$ cat config.mk
export PLATFORM = sky130hd
export DESIGN_NAME = wrapped_monospace_glyph_layout
export DESIGN_NICKNAME = d
export VERILOG_FILES = /design/src/rtl/core/wmgl_pkg.sv /design/src/rtl/core/wmgl_front.sv /design/src/rtl/core/wmgl_fifo.sv /design/src/rtl/core/wmgl_div.sv /design/src/rtl/core/wmgl_back.sv /design/src/rtl/core/wrapped_monospace_glyph_layout.sv
export VERILOG_INCLUDE_DIRS = /design/src /design/src/rtl/core
export SDC_FILE = /design/constraint.sdc
export NUM_CORES = 2
export LEC_CHECK = 0
export CAP_MARGIN = 20
export CORE_MARGIN = 2
export CORE_UTILIZATION = 53
export CTS_BUF_LIST = sky130_fd_sc_hd__clkbuf_8
export DETAILED_ROUTE_END_ITERATION = 16
export DONT_BUFFER_PORTS = 1
export GPL_ROUTABILITY_DRIVEN = 0
export PLACE_DENSITY = 0.78
export SLEW_MARGIN = 0
export SYNTH_ARGS = -nofsm -noshare
export SYNTH_HDL_FRONTEND = slang
export SYNTH_SLANG_ARGS = --single-unit
$ cat constraint.sdc
create_clock -name clk -period 6 [get_ports clk]
set_input_delay 0.6 -clock clk [delete_from_list [all_inputs] [get_ports clk]]
set_output_delay 0.6 -clock clk [all_outputs]
set_load 0.01 [all_outputs]
$ cat src/rtl/core/wrapped_monospace_glyph_layout_defines.svh
// Assertion macros used by the glyph layout top level.
`ifndef WRAPPED_MONOSPACE_GLYPH_LAYOUT_DEFINES_SVH
`define WRAPPED_MONOSPACE_GLYPH_LAYOUT_DEFINES_SVH

// Same-cycle implication, sampled on clk, off while arst_n is low.
`define WMGL_CHECK(lbl, ante, cons) \
	lbl: assert property (@(posedge clk) disable iff (!arst_n) (ante) |-> (cons)) \
		else $error("glyph layout check failed");

// Next-cycle implication, sampled on clk, off while arst_n is low.
`define WMGL_CHECK_NEXT(lbl, ante, cons) \
	lbl: assert property (@(posedge clk) disable iff (!arst_n) (ante) |=> (cons)) \
		else $error("glyph layout check failed");

`endif

$ cat src/rtl/core/wmgl_pkg.sv
// Types and constants shared by the glyph layout modules.
`timescale 1ns / 1ps
package wmgl_pkg;
	localparam logic [1:0] KIND_BEGIN = 2'd0;
	localparam logic [1:0] KIND_CHAR  = 2'd1;
	localparam logic [1:0] KIND_END   = 2'd2;

	localparam logic [7:0] CODE_NEWLINE = 8'd10;
	localparam logic [7:0] CODE_SPACE   = 8'd32;

	localparam logic [16:0] UV_ONE = 17'd65536;

	localparam logic [2:0] REG_FIRST_CODE    = 3'd0;
	localparam logic [2:0] REG_LAST_CODE     = 3'd1;
	localparam logic [2:0] REG_ATLAS_COLUMNS = 3'd2;
	localparam logic [2:0] REG_ATLAS_ROWS    = 3'd3;
	localparam logic [2:0] REG_GLYPH_WIDTH   = 3'd4;
	localparam logic [2:0] REG_GLYPH_HEIGHT  = 3'd5;
	localparam logic [2:0] REG_LINE_STEP     = 3'd6;
	localparam logic [2:0] REG_WRAP_WIDTH    = 3'd7;

	localparam int DIV_NW      = 25;
	localparam int DIV_DW      = 9;
	localparam int QUEUE_DEPTH = 4;

	typedef struct packed {
		logic [7:0]  first_code;
		logic [7:0]  last_code;
		logic [8:0]  atlas_columns;
		logic [8:0]  atlas_rows;
		logic [23:0] glyph_width;
		logic [23:0] glyph_height;
		logic [23:0] line_step;
		logic [31:0] wrap_width;
	} cfg_t;

	typedef struct packed {
		logic        is_end;
		logic        is_space;
		logic [31:0] x;
		logic [31:0] y;
		logic [7:0]  idx;
		logic [31:0] widest;
		logic [8:0]  count;
	} job_t;

	typedef struct packed {
		logic        result_kind;
		logic [31:0] quad_x;
		logic [31:0] quad_y;
		logic [23:0] quad_width;
		logic [23:0] quad_height;
		logic [16:0] tex_u0;
		logic [16:0] tex_v0;
		logic [16:0] tex_u1;
		logic [16:0] tex_v1;
		logic [31:0] widest_line;
		logic [8:0]  quads_emitted;
	} res_t;
endpackage

$ cat src/rtl/core/wmgl_front.sv
// Front end: accepts items, tracks the pen and line widths, queues jobs.
`timescale 1ns / 1ps
module wmgl_front #(
	parameter int MAX_QUADS = 256
) (
	input  logic                clk,
	input  logic                arst_n,
	input  wmgl_pkg::cfg_t      cfg,
	input  logic                accept,
	input  logic [1:0]          kind,
	input  logic [7:0]          char_code,
	input  logic signed [31:0]  origin_x,
	input  logic signed [31:0]  origin_y,
	output logic                job_push,
	output wmgl_pkg::job_t      job
);
	localparam int CNT_W = $clog2(MAX_QUADS + 1);

	logic [31:0] line_start_q, pen_x_q, pen_y_q, clw_q, widest_q;
	logic [CNT_W-1:0] cnt_q;

	logic is_char, is_end, is_begin, limited, in_range, glyph, newline, wrap;
	logic [32:0] sum_w;
	logic [31:0] clw_sat, widest_fold, pen_y_adv, ls_adv, px_adv;

	function automatic logic [31:0] sat_add(input logic [31:0] a, input logic [23:0] b);
		logic [32:0] s;
		s = {a[31], a} + {9'd0, b};
		return (s[32] != s[31]) ? 32'h7FFF_FFFF : s[31:0];
	endfunction

	always_comb begin
		is_char  = accept && (kind == wmgl_pkg::KIND_CHAR);
		is_end   = accept && (kind == wmgl_pkg::KIND_END);
		is_begin = accept && (kind == wmgl_pkg::KIND_BEGIN);
		limited  = 32'(cnt_q) >= 32'(MAX_QUADS);
		in_range = (char_code >= cfg.first_code) && (char_code <= cfg.last_code);
		newline  = is_char && !limited && (char_code == wmgl_pkg::CODE_NEWLINE);
		glyph    = is_char && !limited && (char_code != wmgl_pkg::CODE_NEWLINE) && in_range;
		sum_w    = {1'b0, clw_q} + {9'd0, cfg.glyph_width};
		wrap     = (sum_w > {1'b0, cfg.wrap_width}) && (clw_q != 32'd0);
		clw_sat  = sum_w[32] ? 32'hFFFF_FFFF : sum_w[31:0];
		widest_fold = (clw_q > widest_q) ? clw_q : widest_q;
		pen_y_adv = sat_add(pen_y_q, cfg.line_step);
		ls_adv    = sat_add(line_start_q, cfg.glyph_width);
		px_adv    = sat_add(pen_x_q, cfg.glyph_width);

		job_push     = glyph || is_end;
		job.is_end   = is_end;
		job.is_space = char_code == wmgl_pkg::CODE_SPACE;
		job.x        = wrap ? line_start_q : pen_x_q;
		job.y        = wrap ? pen_y_adv : pen_y_q;
		job.idx      = char_code - cfg.first_code;
		job.widest   = widest_fold;
		job.count    = (32'(cnt_q) > 32'd511) ? 9'd511 : 9'(cnt_q);
	end

	always_ff @(posedge clk or negedge arst_n) begin
		if (!arst_n) begin
			line_start_q <= '0;
			pen_x_q      <= '0;
			pen_y_q      <= '0;
			clw_q        <= '0;
			widest_q     <= '0;
			cnt_q        <= '0;
		end else if (is_begin) begin
			line_start_q <= origin_x;
			pen_x_q      <= origin_x;
			pen_y_q      <= origin_y;
			clw_q        <= '0;
			widest_q     <= '0;
			cnt_q        <= '0;
		end else if (is_end) begin
			widest_q <= widest_fold;
		end else if (newline) begin
			widest_q <= widest_fold;
			pen_x_q  <= line_start_q;
			pen_y_q  <= pen_y_adv;
			clw_q    <= '0;
		end else if (glyph) begin
			cnt_q <= cnt_q + 1'b1;
			if (wrap) begin
				widest_q <= widest_fold;
				pen_x_q  <= ls_adv;
				pen_y_q  <= pen_y_adv;
				clw_q    <= {8'd0, cfg.glyph_width};
			end else begin
				pen_x_q <= px_adv;
				clw_q   <= clw_sat;
			end
		end
	end
endmodule

$ cat src/rtl/core/wmgl_fifo.sv
// Short job queue between the front and back ends.
`timescale 1ns / 1ps
module wmgl_fifo (
	input  logic           clk,
	input  logic           arst_n,
	input  logic           wr,
	input  wmgl_pkg::job_t wdata,
	input  logic           rd,
	output wmgl_pkg::job_t rdata,
	output logic           full,
	output logic           empty
);
	localparam int DEPTH = wmgl_pkg::QUEUE_DEPTH;
	localparam int PW    = $clog2(DEPTH);
	localparam int CW    = $clog2(DEPTH + 1);

	wmgl_pkg::job_t mem_q [DEPTH];
	logic [PW-1:0] wptr_q, rptr_q;
	logic [CW-1:0] cnt_q;
	logic do_wr, do_rd;

	assign full  = cnt_q == CW'(DEPTH);
	assign empty = cnt_q == '0;
	assign do_wr = wr && !full;
	assign do_rd = rd && !empty;
	assign rdata = mem_q[rptr_q];

	always_ff @(posedge clk) begin
		if (do_wr) begin
			mem_q[wptr_q] <= wdata;
		end
	end

	always_ff @(posedge clk or negedge arst_n) begin
		if (!arst_n) begin
			wptr_q <= '0;
			rptr_q <= '0;
			cnt_q  <= '0;
		end else begin
			if (do_wr) begin
				wptr_q <= (wptr_q == PW'(DEPTH - 1)) ? '0 : wptr_q + 1'b1;
			end
			if (do_rd) begin
				rptr_q <= (rptr_q == PW'(DEPTH - 1)) ? '0 : rptr_q + 1'b1;
			end
			if (do_wr && !do_rd) begin
				cnt_q <= cnt_q + 1'b1;
			end else if (do_rd && !do_wr) begin
				cnt_q <= cnt_q - 1'b1;
			end
		end
	end
endmodule

$ cat src/rtl/core/wmgl_div.sv
// Restoring divider, one quotient bit per cycle.
`timescale 1ns / 1ps
module wmgl_div #(
	parameter int NW = 25,
	parameter int DW = 9
) (
	input  logic          clk,
	input  logic          arst_n,
	input  logic          start,
	input  logic [NW-1:0] dividend,
	input  logic [DW-1:0] divisor,
	output logic          done,
	output logic [NW-1:0] quotient,
	output logic [DW-1:0] remainder
);
	localparam int CW = $clog2(NW + 1);

	logic [NW-1:0] n_q;
	logic [DW-1:0] r_q;
	logic [CW-1:0] cnt_q;
	logic          done_q;
	logic [DW:0]   trial, diff;
	logic          ge;

	always_comb begin
		trial = {r_q, n_q[NW-1]};
		diff  = trial - {1'b0, divisor};
		ge    = trial >= {1'b0, divisor};
	end

	assign done      = done_q;
	assign quotient  = n_q;
	assign remainder = r_q;

	always_ff @(posedge clk) begin
		if (start) begin
			n_q <= dividend;
			r_q <= '0;
		end else if (cnt_q != '0) begin
			n_q <= {n_q[NW-2:0], ge};
			r_q <= ge ? diff[DW-1:0] : trial[DW-1:0];
		end
	end

	always_ff @(posedge clk or negedge arst_n) begin
		if (!arst_n) begin
			cnt_q  <= '0;
			done_q <= 1'b0;
		end else if (start) begin
			cnt_q  <= CW'(NW);
			done_q <= 1'b0;
		end else if (cnt_q != '0) begin
			cnt_q  <= cnt_q - 1'b1;
			done_q <= cnt_q == CW'(1);
		end else begin
			done_q <= 1'b0;
		end
	end
endmodule

$ cat src/rtl/core/wmgl_back.sv
// Back end: atlas cell and UV computation, result register.
`timescale 1ns / 1ps
module wmgl_back (
	input  logic           clk,
	input  logic           arst_n,
	input  wmgl_pkg::cfg_t cfg,
	input  logic           q_empty,
	input  wmgl_pkg::job_t q_head,
	output logic           q_pop,
	output logic           out_valid,
	input  logic           out_pop,
	output wmgl_pkg::res_t res
);
	typedef enum logic [2:0] {
		ST_IDLE, ST_IDX, ST_U0, ST_V0, ST_U1, ST_V1, ST_OUT
	} state_t;

	state_t state_q;
	wmgl_pkg::job_t job_q;
	wmgl_pkg::res_t res_q, stage_q, stage_d;
	logic out_valid_q, wait_q;
	logic [7:0] col_q, row_q;
	logic [8:0] cols_e, rows_e, col1, row1;
	logic div_start, div_done;
	logic [wmgl_pkg::DIV_NW-1:0] div_n, div_quot;
	logic [wmgl_pkg::DIV_DW-1:0] div_d, div_rem;
	logic [16:0] uv;

	wmgl_div #(.NW(wmgl_pkg::DIV_NW), .DW(wmgl_pkg::DIV_DW)) u_div (
		.clk(clk), .arst_n(arst_n), .start(div_start), .dividend(div_n),
		.divisor(div_d), .done(div_done), .quotient(div_quot), .remainder(div_rem)
	);

	always_comb begin
		cols_e = (cfg.atlas_columns == '0) ? 9'd1 : cfg.atlas_columns;
		rows_e = (cfg.atlas_rows == '0) ? 9'd1 : cfg.atlas_rows;
		col1   = {1'b0, col_q} + 9'd1;
		row1   = {1'b0, row_q} + 9'd1;
		div_d  = cols_e;
		div_n  = 25'(job_q.idx);
		case (state_q)
			ST_IDX: begin
				div_n = 25'(job_q.idx);
			end
			ST_U0: begin
				div_n = {1'b0, col_q, 16'd0};
			end
			ST_V0: begin
				div_n = {1'b0, row_q, 16'd0};
				div_d = rows_e;
			end
			ST_U1: begin
				div_n = {col1, 16'd0};
			end
			ST_V1: begin
				div_n = {row1, 16'd0};
				div_d = rows_e;
			end
			default: begin
				div_n = 25'(job_q.idx);
			end
		endcase
		div_start = (state_q != ST_IDLE) && (state_q != ST_OUT) && !wait_q;
		uv = (div_quot > 25'(wmgl_pkg::UV_ONE)) ? wmgl_pkg::UV_ONE : div_quot[16:0];
		q_pop = (state_q == ST_IDLE) && !q_empty;

		// Fresh staging entry for the job at the queue head.
		stage_d = '0;
		stage_d.result_kind = q_head.is_end;
		if (q_head.is_end) begin
			stage_d.widest_line   = q_head.widest;
			stage_d.quads_emitted = q_head.count;
		end else begin
			stage_d.quad_x      = q_head.x;
			stage_d.quad_y      = q_head.y;
			stage_d.quad_width  = cfg.glyph_width;
			stage_d.quad_height = cfg.glyph_height;
		end
	end

	assign out_valid = out_valid_q;
	assign res       = res_q;

	always_ff @(posedge clk or negedge arst_n) begin
		if (!arst_n) begin
			state_q     <= ST_IDLE;
			out_valid_q <= 1'b0;
			wait_q      <= 1'b0;
			job_q       <= '0;
			stage_q     <= '0;
			res_q       <= '0;
			col_q       <= '0;
			row_q       <= '0;
		end else begin
			if ((state_q == ST_OUT) && (!out_valid_q || out_pop)) begin
				out_valid_q <= 1'b1;
			end else if (out_pop) begin
				out_valid_q <= 1'b0;
			end
			if (div_start) begin
				wait_q <= 1'b1;
			end
			case (state_q)
				ST_IDLE: begin
					if (!q_empty) begin
						job_q   <= q_head;
						stage_q <= stage_d;
						state_q <= (q_head.is_end || q_head.is_space) ? ST_OUT : ST_IDX;
					end
				end
				ST_IDX: begin
					if (wait_q && div_done) begin
						col_q   <= div_rem[7:0];
						row_q   <= div_quot[7:0];
						wait_q  <= 1'b0;
						state_q <= ST_U0;
					end
				end
				ST_U0: begin
					if (wait_q && div_done) begin
						stage_q.tex_u0 <= uv;
						wait_q  <= 1'b0;
						state_q <= ST_V0;
					end
				end
				ST_V0: begin
					if (wait_q && div_done) begin
						stage_q.tex_v0 <= uv;
						wait_q  <= 1'b0;
						state_q <= ST_U1;
					end
				end
				ST_U1: begin
					if (wait_q && div_done) begin
						stage_q.tex_u1 <= uv;
						wait_q  <= 1'b0;
						state_q <= ST_V1;
					end
				end
				ST_V1: begin
					if (wait_q && div_done) begin
						stage_q.tex_v1 <= uv;
						wait_q  <= 1'b0;
						state_q <= ST_OUT;
					end
				end
				ST_OUT: begin
					if (!out_valid_q || out_pop) begin
						res_q   <= stage_q;
						state_q <= ST_IDLE;
					end
				end
				default: begin
					state_q <= ST_IDLE;
				end
			endcase
		end
	end
endmodule

$ cat src/rtl/core/wrapped_monospace_glyph_layout.sv
// Top level of the wrapped monospace glyph layout block.
// A textured glyph reaches the result ports after five divisions on the one shared
// divider (atlas cell, u0, v0, u1, v1); space and end skip the divisions.
// The back end finishes one job before it takes the next; begin, newline and
// skipped items are taken whenever the job queue has room.
// Reset: arst_n clears the pen, line widths, quad count, queue and result, and
// loads the register defaults; no clearing pass is needed.
`timescale 1ns / 1ps
`include "wrapped_monospace_glyph_layout_defines.svh"
module wrapped_monospace_glyph_layout #(
	parameter int MAX_QUADS = 256
) (
	input  logic               clk,
	input  logic               arst_n,
	// configuration write port
	input  logic               cfg_we,
	input  logic [2:0]         cfg_idx,
	input  logic [31:0]        cfg_wdata,
	// item input
	input  logic               push,
	output logic               full,
	input  logic [1:0]         kind,
	input  logic [7:0]         char_code,
	input  logic signed [31:0] origin_x,
	input  logic signed [31:0] origin_y,
	// result output
	output logic               empty,
	input  logic               pop,
	output logic               result_kind,
	output logic signed [31:0] quad_x,
	output logic signed [31:0] quad_y,
	output logic [23:0]        quad_width,
	output logic [23:0]        quad_height,
	output logic [16:0]        tex_u0,
	output logic [16:0]        tex_v0,
	output logic [16:0]        tex_u1,
	output logic [16:0]        tex_v1,
	output logic [31:0]        widest_line,
	output logic [8:0]         quads_emitted
);
	wmgl_pkg::cfg_t cfg_q;
	wmgl_pkg::job_t job, q_head;
	wmgl_pkg::res_t res;
	logic accept, job_push, q_full, q_empty, q_pop, out_valid;

	// Register file: written any time, no read-back.
	always_ff @(posedge clk or negedge arst_n) begin
		if (!arst_n) begin
			cfg_q.first_code    <= 8'd32;
			cfg_q.last_code     <= 8'd126;
			cfg_q.atlas_columns <= 9'd16;
			cfg_q.atlas_rows    <= 9'd6;
			cfg_q.glyph_width   <= 24'd2048;
			cfg_q.glyph_height  <= 24'd4096;
			cfg_q.line_step     <= 24'd4096;
			cfg_q.wrap_width    <= 32'hFFFF_FFFF;
		end else if (cfg_we) begin
			case (cfg_idx)
				wmgl_pkg::REG_FIRST_CODE:    cfg_q.first_code    <= cfg_wdata[7:0];
				wmgl_pkg::REG_LAST_CODE:     cfg_q.last_code     <= cfg_wdata[7:0];
				wmgl_pkg::REG_ATLAS_COLUMNS: cfg_q.atlas_columns <= cfg_wdata[8:0];
				wmgl_pkg::REG_ATLAS_ROWS:    cfg_q.atlas_rows    <= cfg_wdata[8:0];
				wmgl_pkg::REG_GLYPH_WIDTH:   cfg_q.glyph_width   <= cfg_wdata[23:0];
				wmgl_pkg::REG_GLYPH_HEIGHT:  cfg_q.glyph_height  <= cfg_wdata[23:0];
				wmgl_pkg::REG_LINE_STEP:     cfg_q.line_step     <= cfg_wdata[23:0];
				wmgl_pkg::REG_WRAP_WIDTH:    cfg_q.wrap_width    <= cfg_wdata;
				default: cfg_q <= cfg_q;
			endcase
		end
	end

	// Take an item whenever the job queue has room; items that give no result
	// only update the pen state in the front end.
	assign full   = q_full;
	assign accept = push && !q_full;

	wmgl_front #(.MAX_QUADS(MAX_QUADS)) u_front (
		.clk(clk), .arst_n(arst_n), .cfg(cfg_q), .accept(accept), .kind(kind),
		.char_code(char_code), .origin_x(origin_x), .origin_y(origin_y),
		.job_push(job_push), .job(job)
	);

	// Decouple pen tracking from the slow UV work.
	wmgl_fifo u_fifo (
		.clk(clk), .arst_n(arst_n), .wr(job_push), .wdata(job), .rd(q_pop),
		.rdata(q_head), .full(q_full), .empty(q_empty)
	);

	// Compute atlas cell and UVs, hold the finished item until popped.
	wmgl_back u_back (
		.clk(clk), .arst_n(arst_n), .cfg(cfg_q), .q_empty(q_empty), .q_head(q_head),
		.q_pop(q_pop), .out_valid(out_valid), .out_pop(pop), .res(res)
	);

	assign empty         = !out_valid;
	assign result_kind   = res.result_kind;
	assign quad_x        = res.quad_x;
	assign quad_y        = res.quad_y;
	assign quad_width    = res.quad_width;
	assign quad_height   = res.quad_height;
	assign tex_u0        = res.tex_u0;
	assign tex_v0        = res.tex_v0;
	assign tex_u1        = res.tex_u1;
	assign tex_v1        = res.tex_v1;
	assign widest_line   = res.widest_line;
	assign quads_emitted = res.quads_emitted;

	`WMGL_CHECK(a_summary_no_quad, !empty && result_kind, quad_x == 32'd0 && tex_u0 == 17'd0 && tex_v1 == 17'd0)
	`WMGL_CHECK(a_quad_no_summary, !empty && !result_kind, widest_line == 32'd0 && quads_emitted == 9'd0)
	`WMGL_CHECK(a_uv_bounded, !empty, tex_u0 <= 17'd65536 && tex_v0 <= 17'd65536 && tex_u1 <= 17'd65536 && tex_v1 <= 17'd65536)
	`WMGL_CHECK_NEXT(a_end_queued, push && !full && kind == wmgl_pkg::KIND_END, !q_empty)
endmodule
== Yosys cells after proc, flatten, opt, wreduce, memory -nomap -nowiden ==
Memory sizes are Yosys's and may differ from the RTL's.
Cells that the tools add are included.

* Flip-flop bits (word level): 827
* Logic and storage cells: 247
* Memories: 1
* Input bits: 114
* Memory bits (writable): 460

* Reduce and logical (&&, ||, !) cells: 70
* $add $sub $neg: 14
* Multiplexer cells: 70
* Magnitude comparators: 7
* Bitwise logic cells: 1
* Equality and inequality tests: 35

{| class="wikitable"
|+ Memories
! name !! words !! bits a word !! read ports !! clocked after memory_dff !! write ports !! RTL line !! RTL
|-
| u_fifo.mem_q || 4 || 115 || 1 || 0 || 1 || wmgl_fifo.sv:17 || <nowiki>wmgl_pkg::job_t mem_q [DEPTH];</nowiki>
|}

{| class="wikitable"
|+ Operators with widths
! operator !! count
|-
| $mux W32 || 26
|-
| $pmux W17 S2 || 4
|-
| $mux W112 || 1
|-
| $mux W109 || 1
|-
| $pmux W25 S4 || 1
|-
| $add A32 B25 Y33 || 3
|-
| $mux W9 || 8
|-
| $mux W25 || 2
|-
| $mux W41 || 1
|-
| $mux W17 || 2
|-
| $add A32 B24 Y33 || 1
|-
| $gt A33 B32 Y1 || 1
|-
| $gt A32 B32 Y1 || 1
|-
| $reduce_bool A32 Y1 || 1
|-
| $mux W3 || 10
|-
| $reduce_and A2 Y1 || 13
|-
| $gt A25 B17 Y1 const B || 1
|-
| $eq A3 B3 Y1 const B || 8
|-
| $pmux W3 S7 || 1
|-
| $logic_and A1 B1 Y1 || 19
|-
| $add A8 B1 Y9 const B || 2
|-
| $logic_not A9 Y1 || 2
|-
| $reduce_bool A2 Y1 || 8
|-
| $reduce_and A3 Y1 || 5
|-
| other kinds (37) || 75
|}

== Longest topological paths before layout ==
* Depth after elaboration: 13
* Mapped depth: 24
* Mapped depth without buffers: 22

== Hierarchy ==
From an unflattened synthesis, not the netlist that was laid out.

* Cells, all modules: 4759
* Area total of the unflattened synthesis: 60424.2 sq um

{| class="wikitable"
|+ Modules (own cells, without submodules)
! module !! area an instance (sq um) !! cells each !! sequential area each (sq um) !! times used
|-
| wmgl_back || 19035.8 || 1538 || 11836.4 || 1
|-
| wmgl_fifo || 16993.8 || 638 || 13988.4 || 1
|-
| wmgl_front || 16822.4 || 2098 || 4229.1 || 1
|-
| wrapped_monospace_glyph_layout || 5386.4 || 302 || 3509.6 || 1
|-
| wmgl_div || 2185.8 || 183 || 1081.0 || 1
|}

== Least setup slack after synthesis ==
No wires, ideal clock.

* Path type: input to register
* From: input port char_code[0]
* To: memory u_fifo.mem_q[0][0] in the netlist's numbering (enable)
* Setup slack: 269 ps
* Stages: 13
* Setup time: 487 ps
* Data arrival time: 5244 ps
* Buffers on the path: 2
* Cells stage by stage: inv_1 > ha_1 > fa_1 > nor2b_1 > o21ai_1 > a21boi_1 > o31a_1 > nor4_1 > nand3b_1 > clkbuf_1 > nand2b_1 > clkbuf_1 > and2_1

* Word-level cells in the longest chain between the ends: 7
* Elaborated cells on any way between the ends: 10
* Those cells by class: order compare (2); eq/ne (1); mux (2); reduce/logical (5)

{| class="wikitable"
|+ Ends and longest elaborated chain
! what !! RTL line !! RTL
|-
| from (decl) || wrapped_monospace_glyph_layout.sv:23 || <nowiki>input logic [7:0] char_code,</nowiki>
|-
| $ge A8 B8 Y1 (tied with other cells) || wmgl_front.sv:37 || <nowiki>in_range = (char_code >= cfg.first_code) && (char_code <= cfg.last_code);</nowiki>
|-
| $logic_and A1 B1 Y1, on equally long branches || wmgl_front.sv:37, wmgl_front.sv:39 ||
|-
| $logic_and A1 B1 Y1 * || wmgl_front.sv:39 || <nowiki>glyph = is_char && !limited && (char_code != wmgl_pkg::CODE_NEWLINE) && in_range;</nowiki>
|-
| $logic_or A1 B1 Y1 * || wmgl_front.sv:48 || <nowiki>job_push = glyph || is_end;</nowiki>
|-
| $logic_and A1 B1 Y1 * || wmgl_fifo.sv:24 || <nowiki>assign do_wr = wr && !full;</nowiki>
|-
| via u_fifo.do_wr || wmgl_fifo.sv:20 || <nowiki>logic do_wr, do_rd;</nowiki>
|-
| $mux W1 * || wmgl_fifo.sv:29 || <nowiki>if (do_wr) begin</nowiki>
|-
| $mux W1 (implied by the code) * || wmgl_fifo.sv:30 || <nowiki>mem_q[wptr_q] <= wdata;</nowiki>
|-
| to (decl) || wmgl_fifo.sv:17 ||
|}

The timed path passes the listed nets; every way through them passes the cells marked *.

== Worst setup path after layout ==
* From: register u_front.clw_q[0]
* To: register u_front.pen_x_q[23]

* Word-level cells in the longest chain between the ends: 8
* Elaborated cells on any way between the ends: 9
* Those cells by class: add/sub (1); order compare (1); mux (5); reduce/logical (2)

{| class="wikitable"
|+ Ends and longest elaborated chain
! what !! RTL line !! RTL
|-
| from (decl) || wmgl_front.sv:19 || <nowiki>logic [31:0] line_start_q, pen_x_q, pen_y_q, clw_q, widest_q;</nowiki>
|-
| from (signal assigned) || wmgl_front.sv:86 || <nowiki>clw_q <= {8'd0, cfg.glyph_width};</nowiki>
|-
| from (signal assigned) || wmgl_front.sv:89 || <nowiki>clw_q <= clw_sat;</nowiki>
|-
| $add A32 B24 Y33 || wmgl_front.sv:40 || <nowiki>sum_w = {1'b0, clw_q} + {9'd0, cfg.glyph_width};</nowiki>
|-
| $gt A33 B32 Y1 || wmgl_front.sv:41 || <nowiki>wrap = (sum_w > {1'b0, cfg.wrap_width}) && (clw_q != 32'd0);</nowiki>
|-
| $logic_and A1 B1 Y1 * || wmgl_front.sv:41 ||
|-
| $mux W32 * || wmgl_front.sv:82 || <nowiki>if (wrap) begin</nowiki>
|-
| $mux W32 * || wmgl_front.sv:80 || <nowiki>end else if (glyph) begin</nowiki>
|-
| $mux W32 * || wmgl_front.sv:75 || <nowiki>end else if (newline) begin</nowiki>
|-
| $mux W32 * || wmgl_front.sv:73 || <nowiki>end else if (is_end) begin</nowiki>
|-
| $mux W32 * || wmgl_front.sv:66 || <nowiki>end else if (is_begin) begin</nowiki>
|-
| to (signal assigned) || wmgl_front.sv:68 || <nowiki>pen_x_q <= origin_x;</nowiki>
|-
| to (signal assigned) || wmgl_front.sv:77 || <nowiki>pen_x_q <= line_start_q;</nowiki>
|-
| to (signal assigned) || wmgl_front.sv:84 || <nowiki>pen_x_q <= ls_adv;</nowiki>
|-
| to (decl) || wmgl_front.sv:19 ||
|}

Every way passes the cells marked *; elsewhere a longest branch is shown, timed or not. The select of a mux whose other input is x is not followed.
A chain may end at the register's enable or synchronous reset.

==> impl_metrics.json <==
{
  "status": "finished, violations left",
  "violations": "hold timing, slew limit",
  "timing.slew.headroom_pct": -55.8,
  "ff2ff_setup_slack_ns": 0.35,
  "dieWidth_um": 336,
  "syn-cell-area_um2": 58500,
  "irDropWorstVdd_uv": 318,
  "maxCapViolations": 0,
  "fin_crit_sh_pct": 94.2,
  "synth_ff_type": "dfrtp_1",
  "dieHeight_um": 336,
  "synth-async-reset-ratio_pct": 61.6,
  "timing.fmax_mhz": 177,
  "start_util_pct": 53.6,
  "synth_edf_count": 485,
  "dpl.hpwl_um": 102000,
  "path_clk_slew_ns": 0.06,
  "rows": 121,
  "tightest_slew_ns": 2.34,
  "p_switching_w": 0.0118,
  "io-pin-count": 338,
  "die_area_um2": 113000,
  "viasPerCell": 6.05,
  "power_w": 0.0319,
  "io_buffers": 0,
  "crit_fanout": 29,
  "drtAntennaViolNets": 0,
  "wirelength_um": 154000,
  "seq_area_frac_synth_pct": 59.2,
  "rsz0062_at_grt": "no",
  "leakagePower_nw": 28.4,
  "ctsHoldBuffers": 104,
  "antenna_found_initial": 21,
  "cp-endpoint": "u_front.pen_x_q[23]$_DFFE_PN0P_",
  "startpoint": "u_front.clw_q[0]$_DFFE_PN0P_",
  "core_um2": 109000,
  "skew_ns": 0.0637,
  "grt_usage_pct": 27.3,
  "arrival_ns": 6.49,
  "finalHoldViolCount": 748,
  "cts_tree": "done",
  "ys_ff_latch": 1287,
  "synthCells": 4760,
  "dpl_worst_slack_ns": 0.350,
  "drc_errors": 0,
  "crit_path_start_kind": "flip-flop",
  "grt_max_degree": 794,
  "first_pass_iters": 7,
  "p_int_w": 0.0201,
  "clkLatencyLatePin_ns": 0.92,
  "grt_overflow": 0,
  "r2r-start": "u_front.clw_q[0]$_DFFE_PN0P_",
  "setup_viol_count_final": 0,
  "path_class": "reg -> reg",
  "hold_class": "in -> async",
  "mostFrequentLayoutCells": "nand2_1, dfrtp_1, edfxtp_1",
  "cts_root_buffer": "clkbuf_8",
  "wl_per_cell_um": 23.4,
  "syn_to_final_growth_pct": 12.2,
  "hold_ws_ns": -0.595,
  "r2r_end": "u_front.pen_x_q[23]$_DFFE_PN0P_",
  "cts_max_path_buffers": 3,
  "synth.distinct_cells": 84,
  "yosysWarnings": 0,
  "p_seq_share_pct": 41.7,
  "cts_buffers": 202,
  "power_density_nw_per_um2": 486,
  "pwr-share-comb_pct": 34.4,
  "drive_gt1_share_pct": 18.8,
  "grt_first_pass_wirelength_um": 237000,
  "nets": 5248,
  "drt-initial-drc-count": 4113,
  "min_period_ns": 5.65,
  "dr_total_vias": 39900,
  "ctsHtreeMaxLevel": 4,
  "switching_share_pct": 37.0,
  "pwr-share-clk_pct": 24.0,
  "synth_area_per_cell_um2": 12.3,
  "slew_viol_final": 365,
  "layout_commonest_cell": "nand2_1",
  "reg2reg_depth": 23,
  "end_kind": "flip-flop",
  "cp.required_ns": 6.84,
  "clkSinkCount": 1287,
  "tns_ns": 0,
  "grt_pass1_vias": 39500,
  "syn_nets": 5080,
  "worst_slack_ns": 0.349
}
per-layer routing:
metal  part of all wire (%)  vias to the layer above  GRT usage [%]
li1                       -                    17700              -
met5                  0.073                        -              0
met1                     40                    20000           36.3
met4                    4.4                       16           11.9
met2                     47                     1784           43.3
met3                    8.6                      389           6.24
sequential cells by signal, indices dropped and copies added (netlist names):
name                    flops
u_fifo.mem_q              460
u_back.res                222
u_back.stage_q            222
cfg_q                     138
u_front.clw_q              32
u_front.line_start_q       32
u_front.pen_x_q            32
u_front.pen_y_q            32
u_front.widest_q           32
u_back.u_div.quotient      25
u_back.u_div.remainder      9
u_front.cnt_q               9
u_back.col_q                8
u_back.job_q                8
u_back.row_q                8
u_back.u_div.cnt_q          5
u_back.state_q              3
u_fifo.cnt_q                3
u_fifo.rptr_q               2
u_fifo.wptr_q               2
u_back.out_valid            1
u_back.u_div.done           1
u_back.wait_q               1
cells in the mapped netlist (28+ instances only):
cell type	number	area, µm²
a21o_1	64	480
a21oi_1	162	811
a22o_1	44	385
and2_1	28	175
clkbuf_1	193	724
dfrtp_1	748	18700
dfstp_2	45	1180
edfxtp_1	485	14600
ha_1	199	2490
inv_1	133	499
mux2_2	368	4140
mux2i_1	40	400
mux4_2	114	2570
nand2_1	822	3090
nand2b_1	31	194
nand3_1	160	801
nand4_1	30	188
nor2_1	174	653
nor3_1	37	185
o21ai_0	281	1410
o21ai_1	29	145
xnor2_1	73	639
xor2_1	44	385
worst min-delay path by stage:
stage,slack [ns],to,startpoint,cells past startpoint
finish,-0.59,u_back.res[105]$_DFFE_PN0P_,arst_n,0
global route,-0.63,u_back.res[50]$_DFFE_PN0P_,arst_n,0
CTS,-0.63,u_back.res[55]$_DFFE_PN0P_,arst_n,0
detailed placement,0.35,u_back.res[55]$_DFFE_PN0P_,arst_n,0
global placement,0.34,u_back.res[55]$_DFFE_PN0P_,arst_n,0
floorplan,0.30,cfg_q[100]$_DFFE_PN0P_,arst_n,0
final cells by class:
cell class,instances,area (µm²)
Antenna cell,18,45.0
Tap cell,1476,1850
Clock inverter,147,1040
Multi-Input combinational cell,3094,22400
Timing Repair Buffer,209,1910
Clock buffer,231,3180
Sequential cell,1287,34700
Inverter,134,508
Fill cell,8361,43500
kinds of logic after synthesis:
logic type      Yosys count  share of synthesized area (%)
simple gates           1391                           10.3
flops                  1287                           59.2
compound gates          858                           9.45
mux                     522                           12.2
buf+inv                 379                           2.59
fa+ha+maj               206                           4.50
xor+xnor                117                           1.75
what timing repair did:
| action | 4_1_cts | 5_1_grt |
|---|---|---|
| gates resized for setup | 0 | 3 |
| setup buffers | 0 | 1 |
| setup endpoints to repair | 0 | 125 |
| hold endpoints to repair | 1039 | 785 |
stage by stage:
stage | std cells | area, µm² | utilization (%)
global route | 6583 | 65600 | 60.1
floorplan | 4760 | 58500 | -
global placement | 6092 | 60300 | 55.2
finish | 6596 | 65600 | 60.1
CTS | 6575 | 65500 | 60.0
detailed placement | 6093 | 60300 | 55.2
power groups by stage:
stage | Combinational [W] | Sequential, W | Clock [W]
floorplan | 0.00824 | 0.0127 | 0
global placement | 0.0103 | 0.0133 | 0
detailed placement | 0.0106 | 0.0134 | 0
CTS | 0.0108 | 0.0133 | 0.00779
global route | 0.0120 | 0.0135 | 0.00817
finish | 0.0110 | 0.0133 | 0.00765
critical path, cell delays in order (launching register included):
cell      delay (ns)
dfrtp_1         0.42
ha_1            0.25
fa_1            0.26
a211oi_1        0.09
o31a_1          0.37
a21oi_2         0.23
o21ai_2         0.10
o311ai_2        0.37
a41o_2          0.42
nand2_1         0.12
xnor2_1         0.16
ha_1            0.30
a21o_1          0.16
a211oi_1        0.28
nor2_1          0.09
nor3_1          0.14
nor2_1          0.07
o31a_1          0.31
buf_4           0.18
a21oi_4         0.33
buf_4           0.43
nor2_1          0.12
a221o_1         0.34
nand2_1         0.07
Note: power is estimated with default switching activity, not from simulation.
